===== src/rtl/dmacf_pkg.sv =====
package dmacf_pkg;

    localparam int unsigned DATA_W = 32;
    localparam int unsigned ADDR_W = 28;
    localparam int unsigned LEN_W  = 24;
    localparam int unsigned IDX_W  = 3;

    localparam logic [IDX_W-1:0] IDX_SRC  = 3'd0;
    localparam logic [IDX_W-1:0] IDX_DST  = 3'd1;
    localparam logic [IDX_W-1:0] IDX_FILL = 3'd2;
    localparam logic [IDX_W-1:0] IDX_CMD  = 3'd3;
    localparam logic [IDX_W-1:0] IDX_CTL  = 3'd4;
    localparam logic [IDX_W-1:0] IDX_STS  = 3'd5;
    localparam logic [IDX_W-1:0] IDX_SP0  = 3'd6;
    localparam logic [IDX_W-1:0] IDX_SP1  = 3'd7;

    localparam logic OP_READ  = 1'b0;
    localparam logic OP_WRITE = 1'b1;

    localparam logic [1:0] TYPE_COPY = 2'd0;
    localparam logic [1:0] TYPE_FILL = 2'd2;

    localparam logic KIND_COPY = 1'b0;
    localparam logic KIND_FILL = 1'b1;

    localparam logic [DATA_W-1:0] DONE_MASK = 32'h00FF_0000;
    localparam logic [DATA_W-1:0] IDLE_BIT  = 32'h0000_0008;
    localparam logic [DATA_W-1:0] OVF_BIT   = 32'h0000_0002;
    localparam logic [DATA_W-1:0] W1C_MASK  = DONE_MASK | IDLE_BIT | OVF_BIT;
    localparam logic [DATA_W-1:0] STS_RESET = 32'h0000_0100;

    localparam int unsigned UPDATE_POS = 31;
    localparam int unsigned DONE_POS   = 16;

    typedef enum logic {
        ST_EMPTY,
        ST_FULL
    } state_t;

    typedef struct packed {
        logic capture;
    } dp_cmd_t;

endpackage


===== src/rtl/dmacf_ctrl.sv =====
module dmacf_ctrl (
    input  logic              aclk,
    input  logic              aresetn,
    input  logic              s_valid,
    output logic              s_ready,
    output logic              m_valid,
    input  logic              m_ready,
    output dmacf_pkg::dp_cmd_t cmd
);

    dmacf_pkg::state_t state_reg;
    dmacf_pkg::state_t state_next;
    logic              accept;

    assign accept = s_valid && s_ready;

    always_ff @(posedge aclk) begin
        if (!aresetn) begin
            state_reg <= dmacf_pkg::ST_EMPTY;
        end else begin
            state_reg <= state_next;
        end
    end

    always_comb begin
        state_next = state_reg;
        unique case (state_reg)
            dmacf_pkg::ST_EMPTY: begin
                if (accept) begin
                    state_next = dmacf_pkg::ST_FULL;
                end
            end
            dmacf_pkg::ST_FULL: begin
                if (m_ready && !accept) begin
                    state_next = dmacf_pkg::ST_EMPTY;
                end
            end
            default: state_next = dmacf_pkg::ST_EMPTY;
        endcase
    end

    always_comb begin
        s_ready = 1'b0;
        m_valid = 1'b0;
        unique case (state_reg)
            dmacf_pkg::ST_EMPTY: begin
                s_ready = 1'b1;
            end
            dmacf_pkg::ST_FULL: begin
                s_ready = m_ready;
                m_valid = 1'b1;
            end
            default: begin
                s_ready = 1'b0;
                m_valid = 1'b0;
            end
        endcase
        cmd.capture = s_valid && s_ready;
    end

endmodule


===== src/rtl/dmacf_dp.sv =====
module dmacf_dp #(
    parameter int unsigned NUM_REGS = 8
) (
    input  logic                                aclk,
    input  logic                                aresetn,
    input  dmacf_pkg::dp_cmd_t                  cmd,
    input  logic                                s_op,
    input  logic [dmacf_pkg::IDX_W-1:0]         s_reg_index,
    input  logic [dmacf_pkg::DATA_W-1:0]        s_write_data,
    output logic [dmacf_pkg::DATA_W-1:0]        m_read_data,
    output logic                                m_irq_level,
    output logic                                m_start_valid,
    output logic                                m_xfer_kind,
    output logic [dmacf_pkg::ADDR_W-1:0]        m_xfer_source,
    output logic [dmacf_pkg::ADDR_W-1:0]        m_xfer_dest,
    output logic [dmacf_pkg::LEN_W-1:0]         m_xfer_length,
    output logic [dmacf_pkg::DATA_W-1:0]        m_fill_word
);

    logic [dmacf_pkg::ADDR_W-1:0] src_reg, src_next;
    logic [dmacf_pkg::ADDR_W-1:0] dst_reg, dst_next;
    logic [dmacf_pkg::DATA_W-1:0] fill_reg, fill_next;
    logic [dmacf_pkg::DATA_W-1:0] cmd_reg, cmd_next;
    logic [dmacf_pkg::DATA_W-1:0] ctl_reg, ctl_next;
    logic [dmacf_pkg::DATA_W-1:0] sts_reg, sts_next;
    logic                         irq_reg, irq_next;
    logic [1:0][dmacf_pkg::DATA_W-1:0] spare_q;

    logic                         wr;
    logic [1:0]                   cmd_type;
    logic [2:0]                   cmd_id;
    logic [dmacf_pkg::LEN_W-1:0]  cmd_len;
    logic                         launch;
    logic                         irq_upd;
    logic [dmacf_pkg::DATA_W-1:0] rd_mux;

    logic [dmacf_pkg::DATA_W-1:0] rd_data_next;
    logic                         sv_next;
    logic                         kind_next;
    logic [dmacf_pkg::ADDR_W-1:0] xsrc_next;
    logic [dmacf_pkg::ADDR_W-1:0] xdst_next;
    logic [dmacf_pkg::LEN_W-1:0]  xlen_next;
    logic [dmacf_pkg::DATA_W-1:0] fw_next;

    for (genvar k = 0; k < 2; k++) begin : g_spare
        if (6 + k < NUM_REGS) begin : g_on
            logic [dmacf_pkg::DATA_W-1:0] spare_reg;
            always_ff @(posedge aclk) begin
                if (!aresetn) begin
                    spare_reg <= '0;
                end else if (cmd.capture && s_op == dmacf_pkg::OP_WRITE
                             && s_reg_index == 3'(6 + k)) begin
                    spare_reg <= s_write_data;
                end
            end
            assign spare_q[k] = spare_reg;
        end else begin : g_off
            assign spare_q[k] = '0;
        end
    end

    assign wr       = (s_op == dmacf_pkg::OP_WRITE);
    assign cmd_type = s_write_data[25:24];
    assign cmd_id   = s_write_data[30:28];
    assign cmd_len  = s_write_data[dmacf_pkg::LEN_W-1:0];
    assign launch   = wr && (s_reg_index == dmacf_pkg::IDX_CMD) && (cmd_len != '0)
                      && (cmd_type == dmacf_pkg::TYPE_COPY
                          || cmd_type == dmacf_pkg::TYPE_FILL);

    always_comb begin
        unique case (s_reg_index)
            dmacf_pkg::IDX_SRC:  rd_mux = {4'b0, src_reg};
            dmacf_pkg::IDX_DST:  rd_mux = {4'b0, dst_reg};
            dmacf_pkg::IDX_FILL: rd_mux = fill_reg;
            dmacf_pkg::IDX_CMD:  rd_mux = cmd_reg;
            dmacf_pkg::IDX_CTL:  rd_mux = ctl_reg;
            dmacf_pkg::IDX_STS:  rd_mux = sts_reg;
            dmacf_pkg::IDX_SP0:  rd_mux = spare_q[0];
            dmacf_pkg::IDX_SP1:  rd_mux = spare_q[1];
            default:             rd_mux = '0;
        endcase
    end

    always_comb begin
        src_next  = src_reg;
        dst_next  = dst_reg;
        fill_next = fill_reg;
        cmd_next  = cmd_reg;
        ctl_next  = ctl_reg;
        sts_next  = sts_reg;
        irq_upd   = 1'b0;
        if (wr) begin
            unique case (s_reg_index)
                dmacf_pkg::IDX_SRC:  src_next  = s_write_data[dmacf_pkg::ADDR_W-1:0];
                dmacf_pkg::IDX_DST:  dst_next  = s_write_data[dmacf_pkg::ADDR_W-1:0];
                dmacf_pkg::IDX_FILL: fill_next = s_write_data;
                dmacf_pkg::IDX_CMD: begin
                    cmd_next = s_write_data;
                    if (launch) begin
                        irq_upd = 1'b1;
                        if (s_write_data[dmacf_pkg::UPDATE_POS]) begin
                            sts_next = sts_reg
                                | (dmacf_pkg::DATA_W'(1) << (dmacf_pkg::DONE_POS + cmd_id));
                        end
                    end
                end
                dmacf_pkg::IDX_CTL: begin
                    ctl_next = s_write_data;
                    irq_upd  = 1'b1;
                end
                dmacf_pkg::IDX_STS: begin
                    sts_next = sts_reg & ~(s_write_data & dmacf_pkg::W1C_MASK);
                    irq_upd  = 1'b1;
                end
                default: ;
            endcase
        end
        irq_next = irq_upd ? (|(sts_next & ctl_next & dmacf_pkg::W1C_MASK)) : irq_reg;
    end

    always_comb begin
        rd_data_next = wr ? '0 : rd_mux;
        sv_next      = launch;
        kind_next    = dmacf_pkg::KIND_COPY;
        xsrc_next    = '0;
        xdst_next    = '0;
        xlen_next    = '0;
        fw_next      = '0;
        if (launch) begin
            xdst_next = dst_reg;
            if (cmd_type == dmacf_pkg::TYPE_FILL) begin
                kind_next = dmacf_pkg::KIND_FILL;
                xlen_next = {cmd_len[dmacf_pkg::LEN_W-1:2], 2'b00};
                fw_next   = fill_reg;
            end else begin
                xsrc_next = src_reg;
                xlen_next = cmd_len;
            end
        end
    end

    always_ff @(posedge aclk) begin
        if (!aresetn) begin
            src_reg  <= '0;
            dst_reg  <= '0;
            fill_reg <= '0;
            cmd_reg  <= '0;
            ctl_reg  <= '0;
            sts_reg  <= dmacf_pkg::STS_RESET;
            irq_reg  <= 1'b0;
        end else if (cmd.capture) begin
            src_reg  <= src_next;
            dst_reg  <= dst_next;
            fill_reg <= fill_next;
            cmd_reg  <= cmd_next;
            ctl_reg  <= ctl_next;
            sts_reg  <= sts_next;
            irq_reg  <= irq_next;
        end
    end

    always_ff @(posedge aclk) begin
        if (cmd.capture) begin
            m_read_data   <= rd_data_next;
            m_irq_level   <= irq_next;
            m_start_valid <= sv_next;
            m_xfer_kind   <= kind_next;
            m_xfer_source <= xsrc_next;
            m_xfer_dest   <= xdst_next;
            m_xfer_length <= xlen_next;
            m_fill_word   <= fw_next;
        end
    end

endmodule


===== src/rtl/dma_copy_fill_register_block.sv =====
// A result is on the m_ side in the cycle after its transfer is accepted.
// Throughput: one access per cycle while m_ready is high; the single output
// register holds the input side while its result is not taken.
// Reset (aresetn, synchronous, active low): registers clear to zero, status
// to 0x100, internal interrupt flag low, output register empty.
module dma_copy_fill_register_block #(
    parameter int unsigned NUM_REGS = 8
) (
    input  logic                                aclk,
    input  logic                                aresetn,
    input  logic                                s_valid,
    output logic                                s_ready,
    input  logic                                s_op,
    input  logic [dmacf_pkg::IDX_W-1:0]         s_reg_index,
    input  logic [dmacf_pkg::DATA_W-1:0]        s_write_data,
    output logic                                m_valid,
    input  logic                                m_ready,
    output logic [dmacf_pkg::DATA_W-1:0]        m_read_data,
    output logic                                m_irq_level,
    output logic                                m_start_valid,
    output logic                                m_xfer_kind,
    output logic [dmacf_pkg::ADDR_W-1:0]        m_xfer_source,
    output logic [dmacf_pkg::ADDR_W-1:0]        m_xfer_dest,
    output logic [dmacf_pkg::LEN_W-1:0]         m_xfer_length,
    output logic [dmacf_pkg::DATA_W-1:0]        m_fill_word
);

    dmacf_pkg::dp_cmd_t cmd;

    dmacf_ctrl u_ctrl (
        .aclk    (aclk),
        .aresetn (aresetn),
        .s_valid (s_valid),
        .s_ready (s_ready),
        .m_valid (m_valid),
        .m_ready (m_ready),
        .cmd     (cmd)
    );

    dmacf_dp #(
        .NUM_REGS (NUM_REGS)
    ) u_dp (
        .aclk          (aclk),
        .aresetn       (aresetn),
        .cmd           (cmd),
        .s_op          (s_op),
        .s_reg_index   (s_reg_index),
        .s_write_data  (s_write_data),
        .m_read_data   (m_read_data),
        .m_irq_level   (m_irq_level),
        .m_start_valid (m_start_valid),
        .m_xfer_kind   (m_xfer_kind),
        .m_xfer_source (m_xfer_source),
        .m_xfer_dest   (m_xfer_dest),
        .m_xfer_length (m_xfer_length),
        .m_fill_word   (m_fill_word)
    );

    a_accept_to_out: assert property (@(posedge aclk) disable iff (!aresetn)
        s_valid && s_ready |=> m_valid)
        else $error("accepted access produced no result");

    a_no_xfer_zero: assert property (@(posedge aclk) disable iff (!aresetn)
        m_valid && !m_start_valid |-> m_xfer_length == '0 && m_xfer_dest == '0
            && m_xfer_source == '0 && m_fill_word == '0)
        else $error("descriptor fields set without a launch");

    a_fill_shape: assert property (@(posedge aclk) disable iff (!aresetn)
        m_valid && m_xfer_kind |-> m_start_valid && m_xfer_length[1:0] == 2'b00
            && m_xfer_source == '0)
        else $error("malformed fill descriptor");

    a_copy_len: assert property (@(posedge aclk) disable iff (!aresetn)
        m_valid && m_start_valid && !m_xfer_kind |-> m_xfer_length != '0
            && m_fill_word == '0)
        else $error("malformed copy descriptor");

    a_write_reads_zero: assert property (@(posedge aclk) disable iff (!aresetn)
        m_valid && m_start_valid |-> m_read_data == '0)
        else $error("launching write returned read data");

endmodule


===== config.mk =====
export PLATFORM = sky130hd
export DESIGN_NAME = dma_copy_fill_register_block
export DESIGN_NICKNAME = d
export VERILOG_FILES = /design/src/rtl/dmacf_pkg.sv /design/src/rtl/dmacf_ctrl.sv /design/src/rtl/dmacf_dp.sv /design/src/rtl/dma_copy_fill_register_block.sv
export SDC_FILE = /design/constraint.sdc
export NUM_CORES = 1
export LEC_CHECK = 0
export BUFFER_PORTS_ARGS = -buffer_cell sky130_fd_sc_hd__buf_2
export CORE_MARGIN = 2
export CORE_UTILIZATION = 53
export CTS_CLUSTER_DIAMETER = 80
export DETAILED_ROUTE_END_ITERATION = 10
export MAX_ROUTING_LAYER = met4
export PLACE_DENSITY = 0.76
export RECOVER_POWER = 50
export SYNTH_ARGS = -nofsm -noshare
export SYNTH_HDL_FRONTEND = slang
export SYNTH_SLANG_ARGS = --single-unit
export TNS_END_PERCENT = 1

===== constraint.sdc =====
create_clock -name aclk -period 3.47 [get_ports aclk]
set_clock_uncertainty 0.05 [all_clocks]
set_input_delay 0 -clock aclk [delete_from_list [all_inputs] [get_ports aclk]]
set_output_delay 0 -clock aclk [all_outputs]
set_load 0.01 [all_outputs]

==> Word level (Yosys, flattened, before mapping) <==
Index checks and enable logic that the tools add are counted.
{ "word_totals": {"out_inout_bits": 149, "regBits": 397, "elab_cells": 73} }
{ "classes": {"bitwise_logic": 6, "shifts": 1, "add_sub_neg": 1, "n_reduce_logical": 21, "n_mux": 17, "n_eq_ne": 8} }
{ "op_table": {"columns": ["op", "count"], "rows": [
  ["$pmux W32 S8", 1],
  ["$mux W32", 5],
  ["$pmux W32 S2", 1],
  ["$and A32 B32 Y32", 1],
  ["$not A24 Y32", 1],
  ["$or A32 B32 Y32", 1],
  ["$shl A1 B32 Y32 const A", 1],
  ["$and A24 B24 Y24", 1],
  ["$reduce_bool A24 Y1", 1],
  ["$eq A3 B3 Y1 const B", 4],
  ["$reduce_and A3 Y1", 4],
  ["$reduce_or A10 Y1", 1],
  ["$logic_and A1 B1 Y1", 8],
  ["$mux W1", 7],
  ["$add A5 B3 Y6 const A", 1],
  ["$eq A3 B2 Y1 const B", 2],
  ["$pmux W1 S2", 3],
  ["$reduce_or A2 Y1", 2],
  ["$eq A3 B1 Y1 const B", 1],
  ["$logic_not A3 Y1", 1],
  ["$eq A2 B2 Y1 const B", 1],
  ["$logic_not A2 Y1", 1],
  ["$not A1 Y1", 2],
  ["$reduce_and A2 Y1", 1],
  ["2 further kinds", 2]
]} }

==> Depth between registers and ports, before layout <==
Gate-level depths: netlist of the first run.
{ "logic_depth": {"depth_word": 10, "depth_mapped": 9, "mapped_depth_nobuf": 7} }

==> By module <==
A second synthesis of the first run with hierarchy kept.
{ "unflattened": {"hier_cells": 1755, "area_unflattened_um2": 16432.0} }
{ "by_module_without_submodules": {"columns": ["module", "instances", "cells_per_inst", "seq_area_each_um2", "area_each_um2"], "rows": [
  ["dmacf_dp", 1, 1750, 9399.0, 16374.5],
  ["dmacf_ctrl", 1, 5, 20.0, 57.6]
]} }

==> Least setup slack after synthesis of the first run <==
No wires, ideal clock.
{ "synth_path": {"path_kind": "register -> register", "from": "register u_ctrl.state_reg", "to": "register u_dp.fill_reg[28] (netlist name)", "slack_ps": -132, "path_stages_with_launch": 9, "t_arrival_ps": 3476, "n_path_buf": 1, "t_required_ps": 3344, "period_less_slack_ps": 3602, "path_cell_list": "dfxtp_1 > nand2b_1 > nand2_1 > inv_2 > nand2_1 > nor3_1 > clkbuf_1 > nand2_1 > a21boi_0"} }
{ "synth_via": {"elab_chain_cells": 4} }
{ "synth_rtl": {"columns": ["element", "line_no", "rtl"], "rows": [
  ["from (decl)", "dmacf_ctrl.sv:11", "dmacf_pkg::state_t state_reg;"],
  ["from (signal assigned)", "dmacf_ctrl.sv:19", "state_reg <= dmacf_pkg::ST_EMPTY;"],
  ["from (signal assigned)", "dmacf_ctrl.sv:21", "state_reg <= state_next;"],
  ["$not A1 Y1", "dmacf_ctrl.sv:45", "unique case (state_reg)"],
  ["$pmux W1 S2 *", "dmacf_ctrl.sv:45", null],
  ["via s_ready", "dma_copy_fill_register_block.sv:12", "output logic s_ready,"],
  ["$logic_and A1 B1 Y1 *", "dmacf_ctrl.sv:58", "cmd.capture = s_valid && s_ready;"],
  ["via cmd", "dma_copy_fill_register_block.sv:28", "dmacf_pkg::dp_cmd_t cmd;"],
  ["$reduce_and A3 Y1 (no source line) *", null, null],
  ["to (signal assigned)", "dmacf_dp.sv:154", "fill_reg <= fill_next;"],
  ["to (decl)", "dmacf_dp.sv:22", "logic [dmacf_pkg::DATA_W-1:0] fill_reg, fill_next;"]
]} }
The timed path passes the listed nets; every way through them passes the cells marked *.
A chain may end at the register's enable or synchronous reset.

==> Worst setup path after layout of the first run <==
{ "layout_path": {"from": "input s_op", "to": "register u_dp.m_fill_word[8] (netlist name), data pin"} }
{ "layout_via": {"elab_chain_cells": 4} }
{ "layout_rtl": {"columns": ["element", "line_no", "rtl"], "rows": [
  ["from (decl)", "dma_copy_fill_register_block.sv:13", "input logic s_op,"],
  ["$logic_and A1 B1 Y1 (2 in series)", "dmacf_dp.sv:66", "assign launch = wr && (s_reg_index == dmacf_pkg::IDX_CMD) && (cmd_len != '0)"],
  ["$logic_and A1 B1 Y1", "dmacf_dp.sv:67", "&& (cmd_type == dmacf_pkg::TYPE_COPY"],
  ["$reduce_and A2 Y1 (no source line)", null, null],
  ["to (signal assigned)", "dmacf_dp.sv:171", "m_fill_word <= fw_next;"],
  ["to (decl)", "dmacf_dp.sv:17", "output logic [dmacf_pkg::DATA_W-1:0] m_fill_word"]
]} }
Every way passes these cells.

==> results.yml, run 1 <==
placed_design:
  i_o_buffers: 188
  gpl.final_weighted_congestion: 0.9747
  dp_hpwl_mm: 30.90
  area_post_placement_sq_mm: 0.01827
logic_synthesis:
  async_flop_share_pct: 0
  compound_cell_area_share_of_the_yosys_netlist_pct: 15.20
  synth.ff_latch_count: 397
  muxShareOfSynthArea_pct: 5.466
  mappedNetlistNets: 1776
  synth_top_family_by_area: "simple AND/OR/NAND/NOR gates"
  synth.yosys.seq_area_share_pct: 55.24
  yosysUniqueCellTypes: 62
  ys_warn_count: 0
  ys.flop_type: "sky130_fd_sc_hd__dfxtp_1"
  synth-simple-area-share_pct: 19.80
  synth_cells: 1736
  post_synth.cell_area_avg_sq_um: 9.823
  netlist_area_sq_mm: 0.01705
  synth_edf_count: 147
  post_synth_xor_area_fraction_pct: 0.1541
  synthAdderAreaFrac_pct: 0
hold_path:
  worstHoldPathType: "input port to register"
  number_of_instances_on_the_worst_hold_path: 4
  whs_endpoint: "u_dp.sts_reg[3]"
  worst_hold_startpoint: "s_reg_index[2]"
floorplan:
  floorplan.die.height_microns: 183.4
  initial_utilization_pct: 53.90
  ioPinCount: 189
  floorplan.die.width_microns: 183.4
  die-area_sq_mm: 0.03363
  floorplan.core_area_sq_mm: 0.03164
  rows: 65
finish:
  mostFrequentLayoutCell: "sky130_fd_sc_hd__nand2_1"
  most-common-layout-cells: "480 x sky130_fd_sc_hd__nand2_1, 250 x sky130_fd_sc_hd__dfxtp_1, 213 x sky130_fd_sc_hd__a21boi_0"
  layout.cell_area.non_filler_sq_mm: 0.01971
  flow.area_growth_from_synthesis_pct: 15.60
  drive_above_1_share_pct: 10.05
  total_number_of_nets_in_the_final_design: 1940
  largest_register_ff_count: 64
worst_setup_path:
  timing.rr.start: "u_ctrl.state_reg"
  arrival_ns: 3.40
  worst_path_largest_cell_delay_ns: 0.73
  worst_ep_required_time_ns: 3.81
  critPathSlowestCell: "sky130_fd_sc_hd__and3_1"
  critPathKind: "input port to register"
  worstPathCellList: "dlygate4sd3_1 > buf_2 > nand2_1 > nor3_4 > clkbuf_1 > o21a_2 > and3_1 > buf_4 > and2_1"
  setup.worst_path.start_class: "input port"
  timing.critical_path.to_type: "register"
  r2r_cells: 7
  endpoint_of_the_most_critical_register_to_register_path: "u_dp.fill_reg[18]"
  r2r_setup_slack_ns: 0.92
  worstPathMaxFanout: 17
power:
  static-leakage-power_nw: 6.776
  worst_ir_drop_vdd_v: 0.0002696
  total_power_mw: 9.995
  p_per_area_mw_per_mm2: 507.0
sta:
  report.final.slew_viol_count: 157
  worst_slew_pin_slew_ns: 2.196
  finalSetupViolCount: 0
  final.period_utilization_pct: 88.19
  timing_hold_violations_final: 0
  final.min_clock_period_ns: 3.060
  unrepaired_setup_endpoints_after_global_routing: "no"
  max_freq_ghz: 0.3268
  setup_total_negative_slack_ns: 0
  worst_slew_margin_rel_pct: -46.38
cts:
  worst_skew_pair_latency_ns: 0.52
  clock_sinks: 397
  htree_levels: 2
  num_cts_buffers: 40
  clock_tree.buffer_depth: 3
  clkSlewWorstSetupHoldPaths_ns: 0.06
  clock_tree.root_cell: "sky130_fd_sc_hd__clkbuf_16"
  tritoncts: "built"
routing:
  drc_errors: 0
  initialDrtViolationCount: 1210
  drt_wl_total_mm: 48.97
  dr_vias_cell: 5.851
  vias: 13650
  detail_route.first_pass.iterations: 5
  wl_per_cell_microns: 20.99
  route.antenna.remaining_nets: 0
outcome:
  failed_checks: "max-capacitance violations, max-slew violations"
  status: "complete, but fails checks"
grt:
  vias_in_the_first_global_route: 13360
  grt_util_all_layers_pct: 29.79
  grt_first_pass_wirelength_mm: 75.22
  antenna_found_initial: 0
  grt_overflow: 0
  pin_count_of_the_biggest_net_entering_global_routing: 135
run:
  maxCapViolCount: 2
how the worst max path moves through the flow:
stage                                       to        startpoint  cells after the start  slack [ns]
after detailed placement      u_dp.m_irq_level              s_op                      7        0.75
after CTS                     u_dp.m_irq_level              s_op                      8        0.74
after global placement        u_dp.dst_reg[20]              s_op                      7        0.77
after floorplan              u_dp.fill_reg[28]  u_ctrl.state_reg                      8        0.58
final                      u_dp.m_fill_word[8]              s_op                      9        0.41
after global routing      u_dp.m_fill_word[27]              s_op                      9        0.32
layer usage:
layer,track usage [%],part of all wire (%)
met5,-,0
met4,11.58,3.5
met3,4.170,7.4
met2,48.08,48
met1,38.26,41
worst max-delay path, delay by kind of cell:
family,cells,cell delay (ns)
buffers and inverters,4,1.72
AND/OR/NAND/NOR,4,1.37
AO/OA/AOI/OAI,1,0.28
stage by stage:
stage                     worst slack (ns)  cells  util [%]  hold slack (ns)
after global placement              0.7724   2224     57.76           0.2601
after detailed placement            0.7461   2224     57.76           0.2726
after global routing                0.3235   2332     62.30           0.1764
after CTS                           0.7355   2332     63.01           0.1076
final                               0.4098   2333     62.31           0.1394
after floorplan                     0.5758   1736         -          0.08889
what timing repair did:
item	4_1_cts	5_1_grt
endpoints found under the hold margin	262	0
hold buffers	36	0
setup buffers	0	0
resized for setup	0	0
Yosys cell counts (6+ instances only):
cell type                  instances  share of area (%)
sky130_fd_sc_hd__a21boi_0        213                9.4
sky130_fd_sc_hd__a21boi_1         11               0.48
sky130_fd_sc_hd__a21oi_1          22               0.65
sky130_fd_sc_hd__a221oi_1         22                1.1
sky130_fd_sc_hd__and2_1          137                5.0
sky130_fd_sc_hd__buf_2            35                1.0
sky130_fd_sc_hd__clkbuf_1        107                2.4
sky130_fd_sc_hd__dfxtp_1         250                 29
sky130_fd_sc_hd__edfxtp_1        147                 26
sky130_fd_sc_hd__inv_1            16               0.35
sky130_fd_sc_hd__mux2_2           21                1.4
sky130_fd_sc_hd__mux2i_1          29                1.7
sky130_fd_sc_hd__mux4_2           18                2.4
sky130_fd_sc_hd__nand2_1         480                 11
sky130_fd_sc_hd__nor2_1           56                1.2
sky130_fd_sc_hd__nor2b_1          10               0.37
sky130_fd_sc_hd__nor3_1           26               0.76
sky130_fd_sc_hd__nor4_1            7               0.26
sky130_fd_sc_hd__o21ai_0          25               0.73
sky130_fd_sc_hd__o22a_1            6               0.31
sky130_fd_sc_hd__o22ai_1           7               0.26
cells by family after synthesis:
family                    after synthesis
AOI/OAI and AO/OA                     351
xor gates and xnor gates                3
buffers and inverters                 168
DFF                                   397
muxes                                  68
and+or+nand+nor                       749
power breakdown:
part	switching [mW]	internal, mW
registers	0.0448	4.94
clock network	1.76	2.56
logic	0.463	0.219
layout make-up:
cell class                 instances  area, sq um
fill                            2618        11920
sequential                       397         9419
multi-input combinational       1171         6957
timing repair buffer             273         1463
clock buffer                      52         1077
tap                              402        503.0
clock inverter                    20        222.7
inverter                          17        68.82
antenna                            1        2.502
Power figures use the tool's default switching activity.
==> inputs of run 2 (changes only) <==
ABC_AREA = 1   (was default)
CORE_ASPECT_RATIO = 1.25   (was default)
CORE_UTILIZATION = 52   (was 53)
PLACE_DENSITY = 0.75   (was 0.76)
==> run 2 against run 1 <==
The flow still finishes with violations (max-capacitance violations, max-slew violations). Global-route usage down 1.7 points. Sequential share of layout area rose by 4.1 points. Non-clock buffer count is 21 lower. Flip-flop and latch count did not move. Wire length fell by 12%. Highest routed layer unchanged. Largest power group unchanged. Largest cell class unchanged. Synthesized cell count fell by 4.8%. Critical path depth down 1. Combinational power fell by 9.1%. Critical path type is now register to register. Setup slack better by 0.15 ns. Core utilization decreased by 0.11 points. Sequential power is 0.8% higher. Worst hold slack got worse by 0.13 ns.
==> results.yml, run 2 <==
outcome:
  status: "complete, but fails checks"
  failed_checks: "max-capacitance violations, max-slew violations"
logic_synthesis:
  yosysUniqueCellTypes: 34
  synth_top_family_by_area: "compound AO/OA/AOI/OAI gates"
  mappedNetlistNets: 1693
  synth_top_area_share_pct: 32.58
  synthAdderAreaFrac_pct: 0
  muxShareOfSynthArea_pct: 0
  ys.flop_type: "sky130_fd_sc_hd__dfxtp_1"
  synth_edf_count: 147
  most_used_standard_cell_by_instance_count_after_synthesis: "sky130_fd_sc_hd__o21ai_0"
  ys_top_cells_by_area: "sky130_fd_sc_hd__dfxtp_1 33%, sky130_fd_sc_hd__edfxtp_1 29%, sky130_fd_sc_hd__o21ai_0 8.2%"
  synth.ff_latch_count: 397
  async_flop_share_pct: 0
  synth-simple-area-share_pct: 9.577
  yosysTopAreaCell: "sky130_fd_sc_hd__dfxtp_1"
  synth.yosys.seq_area_share_pct: 61.31
  synth_cells: 1653
  ys_warn_count: 0
  compound_cell_area_share_of_the_yosys_netlist_pct: 21.83
  synth_top_cells_by_count: "253 x sky130_fd_sc_hd__o21ai_0, 250 x sky130_fd_sc_hd__dfxtp_1, 224 x sky130_fd_sc_hd__a21oi_1"
  netlist_area_sq_mm: 0.01536
  post_synth_xor_area_fraction_pct: 0
  post_synth.cell_area_avg_sq_um: 9.294
routing:
  detail_route.first_pass.iterations: 6
  drt_wl_total_mm: 43.03
  initialDrtViolationCount: 1330
  vias: 12940
  route.antenna.remaining_nets: 0
  drc_errors: 0
  wl_per_cell_microns: 19.01
  dr_vias_cell: 5.717
cts:
  htree_levels: 2
  cts_hold_repair.buffers: 35
  clock_tree.buffer_depth: 3
  worst_skew_pair_latency_ns: 0.54
  tritoncts: "built"
  cts_resized: 0
  clock_sinks: 397
  clock_tree.root_cell: "sky130_fd_sc_hd__clkbuf_16"
  post-cts-setup-buffers: 0
  num_cts_buffers: 38
  clkSlewWorstSetupHoldPaths_ns: 0.06
worst_setup_path:
  arrival_ns: 3.31
  critPathKind: "register to register"
  r2r_setup_slack_ns: 0.56
  worstPathCellList: "nand2_1 > nand2_1 > nor2_1 > clkinv_1 > nor2_4 > buf_4 > o21ai_0 > a21oi_1"
  worst_ep_required_time_ns: 3.88
  worst_path_largest_cell_delay_ns: 0.46
  critical_path.top_delay_family: "simple AND/OR/NAND/NOR gates"
  path_common_cell: "sky130_fd_sc_hd__nand2_1"
  timing.critical_path.to_type: "register"
  crit_buf_inv: 2
  worstPathMaxFanout: 40
  critPathSlowestCell: "sky130_fd_sc_hd__buf_4"
  setup.worst_path.start_class: "register"
power:
  power.share.sequential_pct: 50.3
  switchingPower_mw: 2.248
  power.share.combinational_pct: 6.2
  static-leakage-power_nw: 6.647
  worst_ir_drop_vdd_v: 0.0003663
  swShare_pct: 22.50
  internal-power_mw: 7.745
  clkPwrFrac_pct: 43.5
  p_per_area_mw_per_mm2: 550.9
finish:
  num-fill-cells: 2466
  drive_above_1_share_pct: 7.994
  largest_register_ff_count: 64
  total_number_of_nets_in_the_final_design: 1874
  most-common-layout-cells: "254 x sky130_fd_sc_hd__o21ai_0, 250 x sky130_fd_sc_hd__dfxtp_1, 224 x sky130_fd_sc_hd__a21oi_1"
  area_occupied_by_multi_input_gates_sq_mm: 0.004880
  final-seq-area_sq_mm: 0.009419
  flow.area_growth_from_synthesis_pct: 18.08
  mostFrequentLayoutCell: "sky130_fd_sc_hd__o21ai_0"
floorplan:
  floorplan.die.height_microns: 196.2
  die-area_sq_mm: 0.03094
  floorplan.die.width_microns: 157.7
  ioPinCount: 189
  rows: 70
  floorplan.core_area_sq_mm: 0.02917
  initial_utilization_pct: 52.68
grt:
  pin_count_of_the_biggest_net_entering_global_routing: 120
  antenna_found_initial: 3
  grt_overflow: 0
  vias_in_the_first_global_route: 12130
  grt_util_all_layers_pct: 28.06
  grt_first_pass_wirelength_mm: 65.47
sta:
  final.setup.worst_slack_ns: 0.5633
  final.period_utilization_pct: 83.77
  worst_slew_margin_rel_pct: -31.40
  worst_slew_pin_slew_ns: 1.971
  finalSetupViolCount: 0
  setup_total_negative_slack_ns: 0
  timing_hold_violations_final: 0
  max_freq_ghz: 0.3440
  final.min_clock_period_ns: 2.907
  report.final.slew_viol_count: 233
  hold_slack_ns: 0.01392
  unrepaired_setup_endpoints_after_global_routing: "no"
run:
  maxCapViolCount: 3
placed_design:
  gpl.final_weighted_congestion: 0.9158
  dp_slack_ns: 0.8303
  dp_hpwl_mm: 26.41
  i_o_buffers: 188
hold_path:
  worstHoldPathType: "input port to register"
==> run 2: cell count changes after synthesis, moves of 24 or more <==
cell                       before  now
sky130_fd_sc_hd__nand2_1      480  121
sky130_fd_sc_hd__o21ai_0       25  253
sky130_fd_sc_hd__a21boi_0     213    0
sky130_fd_sc_hd__a21oi_1       22  224
sky130_fd_sc_hd__inv_1         16  164
sky130_fd_sc_hd__nor2_1        56  197
sky130_fd_sc_hd__and2_1       137    0
sky130_fd_sc_hd__mux2i_1       29    0
sky130_fd_sc_hd__nor3_1        26    1
sky130_fd_sc_hd__clkbuf_1     107   83
==> run 2: final timing paths <==
path / startpoint / to / depth (start not counted)
setup reg to reg: u_ctrl.state_reg / u_dp.dst_reg[20] / 8
setup / recovery: u_ctrl.state_reg / u_dp.dst_reg[20] / 8
hold / removal: s_op / u_dp.m_read_data[2] / 4
hold reg to reg: u_dp.sts_reg[9] / u_dp.sts_reg[9] / 2
==> run 2: logic make-up after synthesis <==
group / after synthesis
buffers and inverters: 291
AND/OR/NAND/NOR: 362
AO/OA/AOI/OAI: 603
flip-flops: 397
==> run 2: worst reg2reg max path, delay by kind of cell, from the launching register on <==
family	cells	cell delay (ns)
AO/OA/AOI/OAI	2	0.40
buffers and inverters	2	0.88
AND/OR/NAND/NOR	4	1.19
flip-flops	1	0.31
==> run 2: stage by stage <==
step	power [mW]	cell area, sq um	utilization, %	std cells
after floorplan	5.471	15360	-	1653
after global placement	5.723	16690	57.24	2155
after detailed placement	5.734	16690	57.24	2155
after CTS	10.05	18370	63.00	2260
after global routing	10.28	18140	62.20	2263
final	9.993	18140	62.20	2263
==> run 2: routing by layer <==
layer	up-vias	wire, microns	GRT usage [%]
met5	-	0	-
met4	0	1701	12.05
met3	112	3439	5.036
met2	604	20810	44.54
met1	6145	17070	35.25
li1	6076	-	-
==> run 2: final cells by class <==
class / count / share of cell area (%)
multi-input cells: 965 / 26.90
well taps: 396 / 2.731
flip-flops and latches: 397 / 51.92
repair buffers: 252 / 7.325
inverters: 180 / 3.752
diodes: 3 / 0.04138
clock buffers: 57 / 6.566
clock inverters: 13 / 0.7656
==> run 2: power groups by stage <==
stage	clock network (mW)	logic, mW	registers (mW)
after floorplan	0	0.299	5.17
after global placement	0	0.600	5.12
after detailed placement	0	0.608	5.13
after CTS	4.39	0.641	5.03
after global routing	4.57	0.674	5.04
final	4.34	0.620	5.03
